==> config.mk <==
export PLATFORM = sky130hd
export DESIGN_NAME = serial_frame_receiver_xor
export DESIGN_NICKNAME = d
export VERILOG_FILES = /design/src/rtl/serfrx_pkg.sv /design/src/rtl/serial_frame_receiver_xor.sv
export SDC_FILE = /design/constraint.sdc
export NUM_CORES = 1
export LEC_CHECK = 0
export BUFFER_PORTS_ARGS = -buffer_cell sky130_fd_sc_hd__buf_2
export CAP_MARGIN = 20
export CORE_MARGIN = 2
export CORE_UTILIZATION = 45
export CTS_BUF_LIST = sky130_fd_sc_hd__clkbuf_8
export CTS_CLUSTER_SIZE = 25
export DETAILED_ROUTE_END_ITERATION = 10
export PLACE_DENSITY = 0.66
export SYNTH_ARGS = -nofsm -noshare
export SYNTH_HDL_FRONTEND = slang
export SYNTH_SLANG_ARGS = --single-unit
==> constraint.sdc <==
create_clock -name clk -period 2.7 [get_ports clk]
set_input_delay 0.27 -clock clk [delete_from_list [all_inputs] [get_ports clk]]
set_output_delay 0.27 -clock clk [all_outputs]
set_load 0.01 [all_outputs]
==> src/rtl/serfrx_pkg.sv <==
// shared types and constants for the serial frame receiver
`default_nettype none
package serfrx_pkg;

	localparam int unsigned BYTE_W  = 8;
	localparam int unsigned PHASE_W = 3;
	localparam int unsigned CFG_IDX_W = 2;

	// parser phases
	localparam logic [PHASE_W-1:0] PH_IDLE     = 3'd0;
	localparam logic [PHASE_W-1:0] PH_RECEIVER = 3'd1;
	localparam logic [PHASE_W-1:0] PH_LENGTH   = 3'd2;
	localparam logic [PHASE_W-1:0] PH_COMMAND  = 3'd3;
	localparam logic [PHASE_W-1:0] PH_PAYLOAD  = 3'd4;
	localparam logic [PHASE_W-1:0] PH_CHECK    = 3'd5;
	localparam logic [PHASE_W-1:0] PH_READY    = 3'd6;

	// register indexes on the config port
	localparam logic [CFG_IDX_W-1:0] REG_SENDER   = 2'd0;
	localparam logic [CFG_IDX_W-1:0] REG_RECEIVER = 2'd1;
	localparam logic [CFG_IDX_W-1:0] REG_COMMAND  = 2'd2;

	// request opcodes
	localparam logic OP_LINE_BYTE = 1'b0;
	localparam logic OP_RELEASE   = 1'b1;

	// shortest legal frame: sender, receiver, length, command, checksum
	localparam logic [BYTE_W-1:0] MIN_FRAME_LEN = 8'd5;

	typedef struct packed {
		logic              byte_kept;
		logic [BYTE_W-1:0] kept_value;
		logic [BYTE_W-1:0] byte_position;
		logic              frame_ready;
		logic              frame_error;
		logic [BYTE_W-1:0] frame_byte_count;
	} result_t;

endpackage
`default_nettype wire

==> src/rtl/serial_frame_receiver_xor.sv <==
// top level of the length-prefixed frame parser with xor checksum
`default_nettype none
//
// channel   | handshake              | payload
// ----------+------------------------+-------------------------------------------
// input     | in_valid / in_ready    | op, data_byte
// output    | out_valid / out_ready  | byte_kept, kept_value, byte_position,
//           |                        | frame_ready, frame_error, frame_byte_count
// config    | cfg_we                 | cfg_index, cfg_data
//
// each request is parsed in the cycle it is accepted and its result is registered;
// a new request may be taken every cycle while in_ready is high
// a result register plus one skid entry decouple the sides: in_ready drops
// only while the skid entry holds a stalled result
// arst_n clears the parser phase, counters, checksum and config registers
//
module serial_frame_receiver_xor (
	input  wire                                clk,
	input  wire                                arst_n,
	// config write port
	input  wire                                cfg_we,
	input  wire [serfrx_pkg::CFG_IDX_W-1:0]    cfg_index,
	input  wire [serfrx_pkg::BYTE_W-1:0]       cfg_data,
	// request channel
	input  wire                                in_valid,
	output logic                               in_ready,
	input  wire                                op,
	input  wire [serfrx_pkg::BYTE_W-1:0]       data_byte,
	// result channel
	output logic                               out_valid,
	input  wire                                out_ready,
	output logic                               byte_kept,
	output logic [serfrx_pkg::BYTE_W-1:0]      kept_value,
	output logic [serfrx_pkg::BYTE_W-1:0]      byte_position,
	output logic                               frame_ready,
	output logic                               frame_error,
	output logic [serfrx_pkg::BYTE_W-1:0]      frame_byte_count
);

	// config registers
	logic [serfrx_pkg::BYTE_W-1:0] sender_code_q;
	logic [serfrx_pkg::BYTE_W-1:0] receiver_code_q;
	logic [serfrx_pkg::BYTE_W-1:0] command_code_q;

	// parser state
	logic [serfrx_pkg::PHASE_W-1:0] phase_q, phase_d;
	logic [serfrx_pkg::BYTE_W-1:0]  xor_q, xor_d;
	logic [serfrx_pkg::BYTE_W-1:0]  remain_q, remain_d;
	logic [serfrx_pkg::BYTE_W-1:0]  count_q, count_d;

	// result path
	serfrx_pkg::result_t res;
	serfrx_pkg::result_t out_q;
	serfrx_pkg::result_t skid_q;
	logic                out_valid_q;
	logic                skid_valid_q;

	logic                          push;
	logic                          kept;
	logic                          err;
	logic                          go_idle;
	logic [serfrx_pkg::BYTE_W-1:0] xor_base;
	logic [serfrx_pkg::BYTE_W-1:0] count_base;
	logic [serfrx_pkg::BYTE_W-1:0] remain_dec;

	assign in_ready = !skid_valid_q;
	assign push     = in_valid && in_ready;

	// config writes, indexes past the list are dropped
	always_ff @(posedge clk or negedge arst_n) begin
		if (!arst_n) begin
			sender_code_q   <= '0;
			receiver_code_q <= '0;
			command_code_q  <= '0;
		end else if (cfg_we) begin
			case (cfg_index)
				serfrx_pkg::REG_SENDER:   sender_code_q   <= cfg_data;
				serfrx_pkg::REG_RECEIVER: receiver_code_q <= cfg_data;
				serfrx_pkg::REG_COMMAND:  command_code_q  <= cfg_data;
				default: ;
			endcase
		end
	end

	assign remain_dec = (remain_q != '0) ? remain_q - 8'd1 : remain_q;

	// one parser step per request
	always_comb begin
		phase_d    = phase_q;
		remain_d   = remain_q;
		xor_base   = xor_q;
		count_base = count_q;
		kept       = 1'b0;
		err        = 1'b0;
		go_idle    = 1'b0;

		if (op == serfrx_pkg::OP_RELEASE) begin
			if (phase_q == serfrx_pkg::PH_READY) begin
				go_idle = 1'b1;
			end
		end else begin
			case (phase_q)
				serfrx_pkg::PH_IDLE: begin
					// a sender byte opens a fresh frame
					if (data_byte == sender_code_q) begin
						count_base = '0;
						xor_base   = '0;
						remain_d   = '0;
						kept       = 1'b1;
						phase_d    = serfrx_pkg::PH_RECEIVER;
					end
				end
				serfrx_pkg::PH_RECEIVER: begin
					if (data_byte == receiver_code_q) begin
						kept    = 1'b1;
						phase_d = serfrx_pkg::PH_LENGTH;
					end else begin
						go_idle = 1'b1;
					end
				end
				serfrx_pkg::PH_LENGTH: begin
					// too short to hold even the header and checksum
					if (data_byte < serfrx_pkg::MIN_FRAME_LEN) begin
						err     = 1'b1;
						go_idle = 1'b1;
					end else begin
						kept     = 1'b1;
						remain_d = data_byte - serfrx_pkg::MIN_FRAME_LEN;
						phase_d  = serfrx_pkg::PH_COMMAND;
					end
				end
				serfrx_pkg::PH_COMMAND: begin
					if (data_byte == command_code_q) begin
						kept    = 1'b1;
						// no payload: checksum comes next
						phase_d = (remain_q == '0) ? serfrx_pkg::PH_CHECK
						                           : serfrx_pkg::PH_PAYLOAD;
					end else begin
						go_idle = 1'b1;
					end
				end
				serfrx_pkg::PH_PAYLOAD: begin
					kept     = 1'b1;
					remain_d = remain_dec;
					if (remain_dec == '0) begin
						phase_d = serfrx_pkg::PH_CHECK;
					end
				end
				serfrx_pkg::PH_CHECK: begin
					if (data_byte == xor_q) begin
						phase_d = serfrx_pkg::PH_READY;
					end else begin
						err     = 1'b1;
						go_idle = 1'b1;
					end
				end
				serfrx_pkg::PH_READY: begin
					// line bytes are ignored while a frame is held
				end
				default: begin
					go_idle = 1'b1;
				end
			endcase
		end

		if (go_idle) begin
			phase_d    = serfrx_pkg::PH_IDLE;
			count_base = '0;
		end

		xor_d   = kept ? (xor_base ^ data_byte) : xor_base;
		count_d = kept ? (count_base + 8'd1) : count_base;

		res.byte_kept        = kept;
		res.kept_value       = kept ? data_byte : '0;
		res.byte_position    = kept ? count_base : '0;
		res.frame_ready      = (phase_d == serfrx_pkg::PH_READY);
		res.frame_error      = err;
		res.frame_byte_count = count_d;
	end

	// parser state advances once per accepted request
	always_ff @(posedge clk or negedge arst_n) begin
		if (!arst_n) begin
			phase_q  <= serfrx_pkg::PH_IDLE;
			xor_q    <= '0;
			remain_q <= '0;
			count_q  <= '0;
		end else if (push) begin
			phase_q  <= phase_d;
			xor_q    <= xor_d;
			remain_q <= remain_d;
			count_q  <= count_d;
		end
	end

	// result register and skid entry: control
	always_ff @(posedge clk or negedge arst_n) begin
		if (!arst_n) begin
			out_valid_q  <= 1'b0;
			skid_valid_q <= 1'b0;
		end else if (!out_valid_q || out_ready) begin
			// result slot free or draining: refill from skid first
			if (skid_valid_q) begin
				out_valid_q  <= 1'b1;
				skid_valid_q <= 1'b0;
			end else begin
				out_valid_q <= push;
			end
		end else if (push) begin
			skid_valid_q <= 1'b1;
		end
	end

	// result register and skid entry: payload
	always_ff @(posedge clk) begin
		if (!out_valid_q || out_ready) begin
			if (skid_valid_q) begin
				out_q <= skid_q;
			end else if (push) begin
				out_q <= res;
			end
		end else if (push) begin
			skid_q <= res;
		end
	end

	assign out_valid        = out_valid_q;
	assign byte_kept        = out_q.byte_kept;
	assign kept_value       = out_q.kept_value;
	assign byte_position    = out_q.byte_position;
	assign frame_ready      = out_q.frame_ready;
	assign frame_error      = out_q.frame_error;
	assign frame_byte_count = out_q.frame_byte_count;

endmodule
`default_nettype wire
==> results.md, run 1 <==
- Share of layout cells above drive strength 1: 40.9%
- Hold path endpoint: receiver_code_q[4]
- Setup crit start kind: flop
- Rows: 40
- Global routing met2 resource utilization: 31.6%
- Inserted Clock Buffers: 9
- Yosys warnings: 0
- Status: complete, but fails checks
- Unrepaired setup endpoints after global routing: yes
- Nets@finish: 615
- Hold path startpoint: cfg_data[4]
- Worst VDD drop: 397 uV
- DRT Wirelength: 12600 um
- Ant. Diodes: 0
- Crit-path max FO: 3
- Non-filler cells in the finished layout: 759
- Violated checks: negative setup slack
- Global routing usage on met1: 29.0%
- Die height: 115 um
- DIE AREA: 0.0133 mm2
- Beginning of the worst register-to-register path: command_code_q[4]
- I/O pin count: 53
- Fin. max-slew vios: 0
- Count of input and output buffers: 52
- Power per cell area: 762 mW/mm2
- Die W: 115 um
- CTS tree: done
- Initial antenna violation count: 0
- Clock Skew: 9.94 ps
- Setup CP Type: flop to flop
- Slowest cell on crit path: or4_4
- Worst rel slew slack: 49.1%
- Hold violation count in the final report: 0
- Number of flops mapped to enable cells by yosys: 54
- Vias: 3983
- GRT Max-Usage Layer: met2
- Initial Util: 46.3%
- Min-delay worst type: primary input to flop
- Vias in the first global route: 4007
- Sink Count: 107
- Clk_lat worst skew: 390 ps
- Comb pwr share: 36.0%
- Post-route ant nets: 0
- Mapped Area: 0.00559 mm2
- Fmax: 341 MHz
- Clk pin slew, worst setup/hold paths: 100 ps
- Post-Synthesis Cells: 467
- Clock power frac: 21.1%
- Period utilization: 109%
- Core box area: 0.0121 mm2
- Switching Power: 1.75 mW
- Hold Path Depth: 2
- Async set or reset register ratio after synthesis: 49.5%
- Largest net degree at the start of global routing: 35
- Critical Path RT: 2850 ps
- Final Util: 57.1%
- CP dominant cell by count: and3_4
- Post-DP HPWL: 9150 um
- Slowest stage delay, CP: 600 ps
- Worst-Margin Slew: 763 ps
- Setup Viol. Count Final: 11
- Grt total ovfl: 0
- Initial DRC count: 297
- Clock Tree Buf Depth: 2
- H-tree lvl count: 3
- Crit end category: flop
- GRT Resource Usage Total: 20.5%
- Area grow syn2layout: 23.2%
- First-pass GRT wire length: 20800 um
- Via density: 5.25
- R2R setup slack: -230 ps
- GR Util met3: 4.29%
- Max_cap viols: 0
- First-pass detailed-route iteration total: 4
- WP data arrival: 3090 ps
- Setup ws final: -235 ps
- Dpl cells: 737
- Buf/Inv on CP: 0
- Layout filler cell count: 1002
- Syn_area_per_cell: 12.0 um2
- Crit-path leading delay family: simple AND/OR/NAND/NOR gates
- Reg power frac: 42.9%
- Worst reg2reg endpoint: frame_byte_count[6]
- Syn Nets: 496
- DP Area: 0.00653 mm2
- CTS root buf: clkbuf_8
- Seq/Total Area, Yosys: 52.8%
- Ys flop type: edfxtp_1
- DRC: 0
- Crit path cell chain: xor2_1 > nor4_2 > a21oi_1 > or4_4 > o21a_4 > nor2_4 > ha_4 > and3_4 > and3_4 > xnor2_2 > o21ai_1
- Seq cells post-synth: 107
- Fin crit period: 2930 ps
- Finished Cell Area: 0.00688 mm2
- Pint: 3.49 mW
- Cell variety after synth: 69
- Worst R2R Path Depth: 11
- Routed len/inst: 16.6 um
- Switching Fraction: 33.4%
- Setup_tns: -1470 ps
- Leakage: 2.88 nW
- RePlAce Congestion: 0.899
- Hold_ws: 130 ps
==> power groups by stage <==
stage | logic [mW] | registers, mW | clock network (mW)
floorplan | 1.15 | 2.26 | 0
global placement | 1.71 | 2.27 | 0
detailed placement | 1.77 | 2.28 | 0
CTS | 1.82 | 2.25 | 1.13
global route | 2.07 | 2.29 | 1.20
finish | 1.89 | 2.25 | 1.11
==> synthesized netlist by cell type (all sizes together) (9+ instances only) <==
master | number | area [um2]
o21ai | 22 | 121
and3 | 12 | 95.1
buf | 13 | 120
edfxtp | 54 | 1620
xnor2 | 9 | 78.8
and2 | 11 | 88.8
clkbuf | 10 | 37.5
inv | 13 | 48.8
dfrtp | 53 | 1330
nor3 | 9 | 45.0
nand2 | 50 | 198
nor2 | 26 | 97.6
mux2 | 41 | 477
nor4 | 12 | 106
xor2 | 43 | 377
==> cells by family after synthesis <==
family	after synthesis	synth area share, %
AO/OA/AOI/OAI	72	9.94
XOR/XNOR	52	8.15
adder cells (fa/ha/maj)	5	1.12
buffers and inverters	36	3.70
flip-flops	107	52.8
multiplexers	43	8.89
AND/OR/NAND/NOR	152	15.4
==> layout make-up <==
cell class | count | area, um2 | share of cell area (%)
tap | 168 | 210 | 3.05
inverter | 13 | 53.8 | 0.782
sequential | 107 | 2950 | 42.8
clock inverter | 7 | 100 | 1.45
multi-input combinational | 324 | 2570 | 37.3
clock buffer | 9 | 124 | 1.80
timing repair buffer | 131 | 880 | 12.8
==> worst max-delay path by stage <==
stage	startpoint	to	slack [ps]	cells past startpoint
after global routing	command_code_q[4]	frame_byte_count[6]	-370	11
after global placement	data_byte[0]	frame_byte_count[6]	-340	14
after floorplan	data_byte[0]	frame_byte_count[6]	-400	15
final	command_code_q[4]	frame_byte_count[6]	-230	11
after detailed placement	data_byte[0]	frame_byte_count[6]	-420	14
after CTS	command_code_q[5]	frame_byte_count[6]	-240	11
==> sequential cells by signal, indices dropped and copies added (netlist names), 3 cells and up <==
signal            cells
byte_position         8
skid_q               27
kept_value            8
frame_byte_count      8
count_q               8
phase_q               3
remain_q              8
sender_code_q         8
receiver_code_q       8
command_code_q        8
xor_q                 8
==> per-stage QoR <==
step                      setup slack [ps]  power [mW]
after global routing                  -369        5.56
after floorplan                       -397        3.41
after detailed placement              -425        4.05
final                                 -235        5.24
after global placement                -345        3.98
after CTS                             -238        5.21
==> timing repair <==
action                                  in CTS  in global routing
buffers inserted                             1                  4
gates resized for setup                      6                 15
hold endpoints to repair                    32                  0
hold buffers                                 1                  0
endpoints found under the setup margin      13                 40
gates cloned                                 0                  0
pin swaps                                    4                  6
==> layout by cell type (no fill, tap or decap), drive strengths merged, types with 2 or more instances in the layout <==
| cell | instances |
|---|---|
| nand2 | 50 |
| ha | 5 |
| nor4 | 12 |
| buf | 130 |
| nand3b | 2 |
| mux2 | 41 |
| edfxtp | 54 |
| o221ai | 2 |
| or4 | 4 |
| bufinv | 2 |
| a22o | 8 |
| o31ai | 5 |
| dfrtp | 53 |
| xor2 | 43 |
| nand2b | 4 |
| nor2 | 26 |
| and3 | 12 |
| or3 | 2 |
| clkbuf | 9 |
| a41oi | 3 |
| mux2i | 2 |
| o21bai | 2 |
| nor2b | 5 |
| nand3 | 5 |
| and2 | 11 |
| nor3 | 9 |
| a21oi | 8 |
| o21a | 3 |
| inv | 17 |
| xnor2 | 9 |
| nand4 | 4 |
| a31oi | 2 |
| a211oi | 2 |
| o21ai | 22 |
| o22ai | 5 |
==> per-layer routing <==
layer  share of wire [%]  routed length [um]
met4                 1.5                 187
met1                  45                5730
met2                  47                5890
met5                   0                   0
met3                 6.3                 797
(Power assumes the default switching activity.)
==> inputs of run 2 (changes only) <==
--- a/config.mk
+++ b/config.mk
@@ -7,12 +7,13 @@
 export LEC_CHECK = 0
 export BUFFER_PORTS_ARGS = -buffer_cell sky130_fd_sc_hd__buf_2
 export CAP_MARGIN = 20
+export CORE_ASPECT_RATIO = 1.5
 export CORE_MARGIN = 2
 export CORE_UTILIZATION = 45
 export CTS_BUF_LIST = sky130_fd_sc_hd__clkbuf_8
 export CTS_CLUSTER_SIZE = 25
 export DETAILED_ROUTE_END_ITERATION = 10
-export PLACE_DENSITY = 0.66
+export PLACE_DENSITY = 0.78
 export SYNTH_ARGS = -nofsm -noshare
 export SYNTH_HDL_FRONTEND = slang
 export SYNTH_SLANG_ARGS = --single-unit
==> run 2 against run 1 <==
Against the previous run:
- the run still ends with negative setup slack left
- routed wire length is 4.2% higher
- worst setup slack better by 38 ps
- critical path depth unchanged
- die area increased by 0.14%
- register-to-register slack better by 40 ps
- power up 1.1%
- clock-buffer cell count is the same
- largest cell class unchanged
- highest routed layer unchanged
==> results.md, run 2 (same netlist as run 1, synthesis figures left out) <==
- Initial antenna violation count: 0 (unchanged)
- Fin. max-slew vios: 0 (unchanged)
- Leakage: 2.89 nW (was 2.88 nW)
- R2R setup slack: -200 ps (was -230 ps)
- Via density: 5.52 (was 5.25)
- Hold violation count in the final report: 0 (unchanged)
- Tot Pwr: 5.30 mW (was 5.24 mW)
- Clk_lat worst skew: 390 ps (about the same)
- DRT Wirelength: 13100 um (was 12600 um)
- RePlAce Congestion: 0.902 (was 0.899)
- Status: complete, but fails checks (unchanged)
- Top Metal Used: met4 (unchanged)
- Grt total ovfl: 0 (unchanged)
- Sink Count: 107 (unchanged)
- Fin crit period: 2900 ps (was 2930 ps)
- Clock Skew: 14.7 ps (was 9.94 ps)
- Power per cell area: 768 mW/mm2 (was 762 mW/mm2)
- Crit path launch: command_code_q[5] (was command_code_q[4])
- Area grow syn2layout: 23.5% (was 23.2%)
- Setup CP Type: flop to flop (unchanged)
- Ant. Diodes: 0 (unchanged)
- H-tree lvl count: 3 (unchanged)
- Vias in the first global route: 4285 (was 4007)
- DRC: 0 (unchanged)
- Fmax: 345 MHz (was 341 MHz)
- Final Util: 57.1% (about the same)
- Met2 Wirelength: 7300 um (was 5890 um)
- Count of input and output buffers: 52 (unchanged)
- Met1 WL: 4900 um (was 5730 um)
- Crit end category: flop (unchanged)
- Post-DP HPWL: 9740 um (was 9150 um)
- Setup crit start kind: flop (unchanged)
- Crit-path max FO: 3 (unchanged)
- Violated checks: negative setup slack (unchanged)
- Metal3 WL: 485 um (was 797 um)
- Worst R2R Path Depth: 11 (unchanged)
- WP data arrival: 3050 ps (was 3090 ps)
- Clock Tree Buf Depth: 2 (unchanged)
- Commonest cells after routing, fill and taps aside: 72 x buf_4, 54 x edfxtp_1, 53 x dfrtp_1 (was 74 x buf_4, 54 x edfxtp_1, 53 x dfrtp_1)
- DIE AREA: 0.0133 mm2 (about the same)
- Largest reg by FF count: skid_q (unchanged)
- Nets@finish: 613 (was 615)
- Core box area: 0.0121 mm2 (about the same)
- Clk pin slew, worst setup/hold paths: 100 ps (about the same)
- Rows: 49 (was 40)
- CP Capture Point: frame_byte_count[6] (unchanged)
- First-pass GRT wire length: 21200 um (was 20800 um)
- Largest net degree at the start of global routing: 39 (was 35)
- Critical Path RT: 2850 ps (about the same)
- Initial Util: 46.3% (about the same)
- Share of layout cells above drive strength 1: 40.6% (was 40.9%)
- First-pass detailed-route iteration total: 5 (was 4)
- Most common cell after layout, fill and taps aside: buf_4 (unchanged)
- Worst VDD drop: 406 uV (was 397 uV)
- Beginning of the worst register-to-register path: command_code_q[5] (was command_code_q[4])
- Setup Viol. Count Final: 9 (was 11)
- Non-filler cells in the finished layout: 742 (was 759)
- Worst reg2reg endpoint: frame_byte_count[6] (unchanged)
- Max_cap viols: 0 (unchanged)
- Vias: 4098 (was 3983)
- Max reg flops: 27 (unchanged)
- Initial DRC count: 214 (was 297)
- Inserted Clock Buffers: 9 (unchanged)
- Routed len/inst: 17.7 um (was 16.6 um)
- GRT Resource Usage Total: 20.7% (was 20.5%)
- CTS tree: done (unchanged)
- Min-delay worst type: primary input to flop (unchanged)
- Worst slack, placed: -527 ps (was -425 ps)
- Worst rel slew slack: 63.5% (was 49.1%)
- Unrepaired setup endpoints after global routing: yes (unchanged)
- Dpl cells: 716 (was 737)
- Setup ws final: -197 ps (was -235 ps)
- Worst-Margin Slew: 542 ps (was 763 ps)
- CTS root buf: clkbuf_8 (unchanged)
- Layout filler cell count: 998 (was 1002)
- I/O pin count: 53 (unchanged)
- Post-route ant nets: 0 (unchanged)
- Die W: 95.0 um (was 115 um)
- Die height: 140 um (was 115 um)
- Period utilization: 107% (was 109%)
run 2: cell types whose count changed in the layout (fill, tap and decap cells not counted), moves of 2 or more:
cell	delta
nor4_2	-2
xor2_1	-2
buf_4	-2
nand2_2	-3
nor4_4	+3
xor2_2	+2
nand2_1	+3
run 2: layout make-up:
cell class	instances	area [um2]	share of cell area [%]
sequential	107	2950	42.7
multi-input combinational	324	2610	37.8
timing repair buffer	129	873	12.7
tap	153	191	2.78
clock buffer	9	124	1.80
clock inverter	7	100	1.45
inverter	13	53.8	0.780
run 2: where the power goes:
group,internal (mW),switching (mW)
logic,0.919,0.997
registers,2.04,0.233
clock network,0.532,0.580
run 2: worst min-delay path by stage:
stage | depth (start not counted) | end | slack [ps] | startpoint
after floorplan | 0 | command_code_q[0] | -30 | arst_n
after global placement | 1 | remain_q[3] | 230 | arst_n
after detailed placement | 1 | remain_q[4] | 240 | arst_n
after CTS | 2 | receiver_code_q[5] | 120 | cfg_data[5]
after global routing | 2 | receiver_code_q[5] | 140 | cfg_data[5]
final | 2 | receiver_code_q[5] | 130 | cfg_data[5]
run 2: metal layers:
layer	vias up	global-route usage [%]
met1	2035	21.9
met2	110	38.9
met5	-	0
li1	1914	-
met4	0	9.46
met3	39	3.44
run 2: worst max-delay path: stages, from the launching register on:
cell     delay (ps)
dfrtp_1         430
xor2_2          190
nor4_4          340
a21oi_1         120
or4_4           530
o21a_4          230
nor2_4           90
ha_4            140
and3_4          160
and3_4          210
xnor2_2         120
o21ai_1          80
run 2: metrics by stage:
step | hold slack (ps) | setup TNS [ps] | cell area (um2)
2_1_floorplan | -25.6 | -3320 | 5670
3_3_place_gp | 231 | -11190 | 6470
3_5_place_dp | 238 | -12590 | 6470
4_1_cts | 122 | -1150 | 6770
5_1_grt | 137 | -1940 | 6900
6_report | 132 | -1040 | 6900
run 2: what timing repair did:
item,CTS,global route
buffers inserted,3,7
hold endpoints to repair,15,0
pin swaps,8,12
gates resized for setup,6,15
cloned,0,0
hold buffers,1,0
setup endpoints to repair,34,33
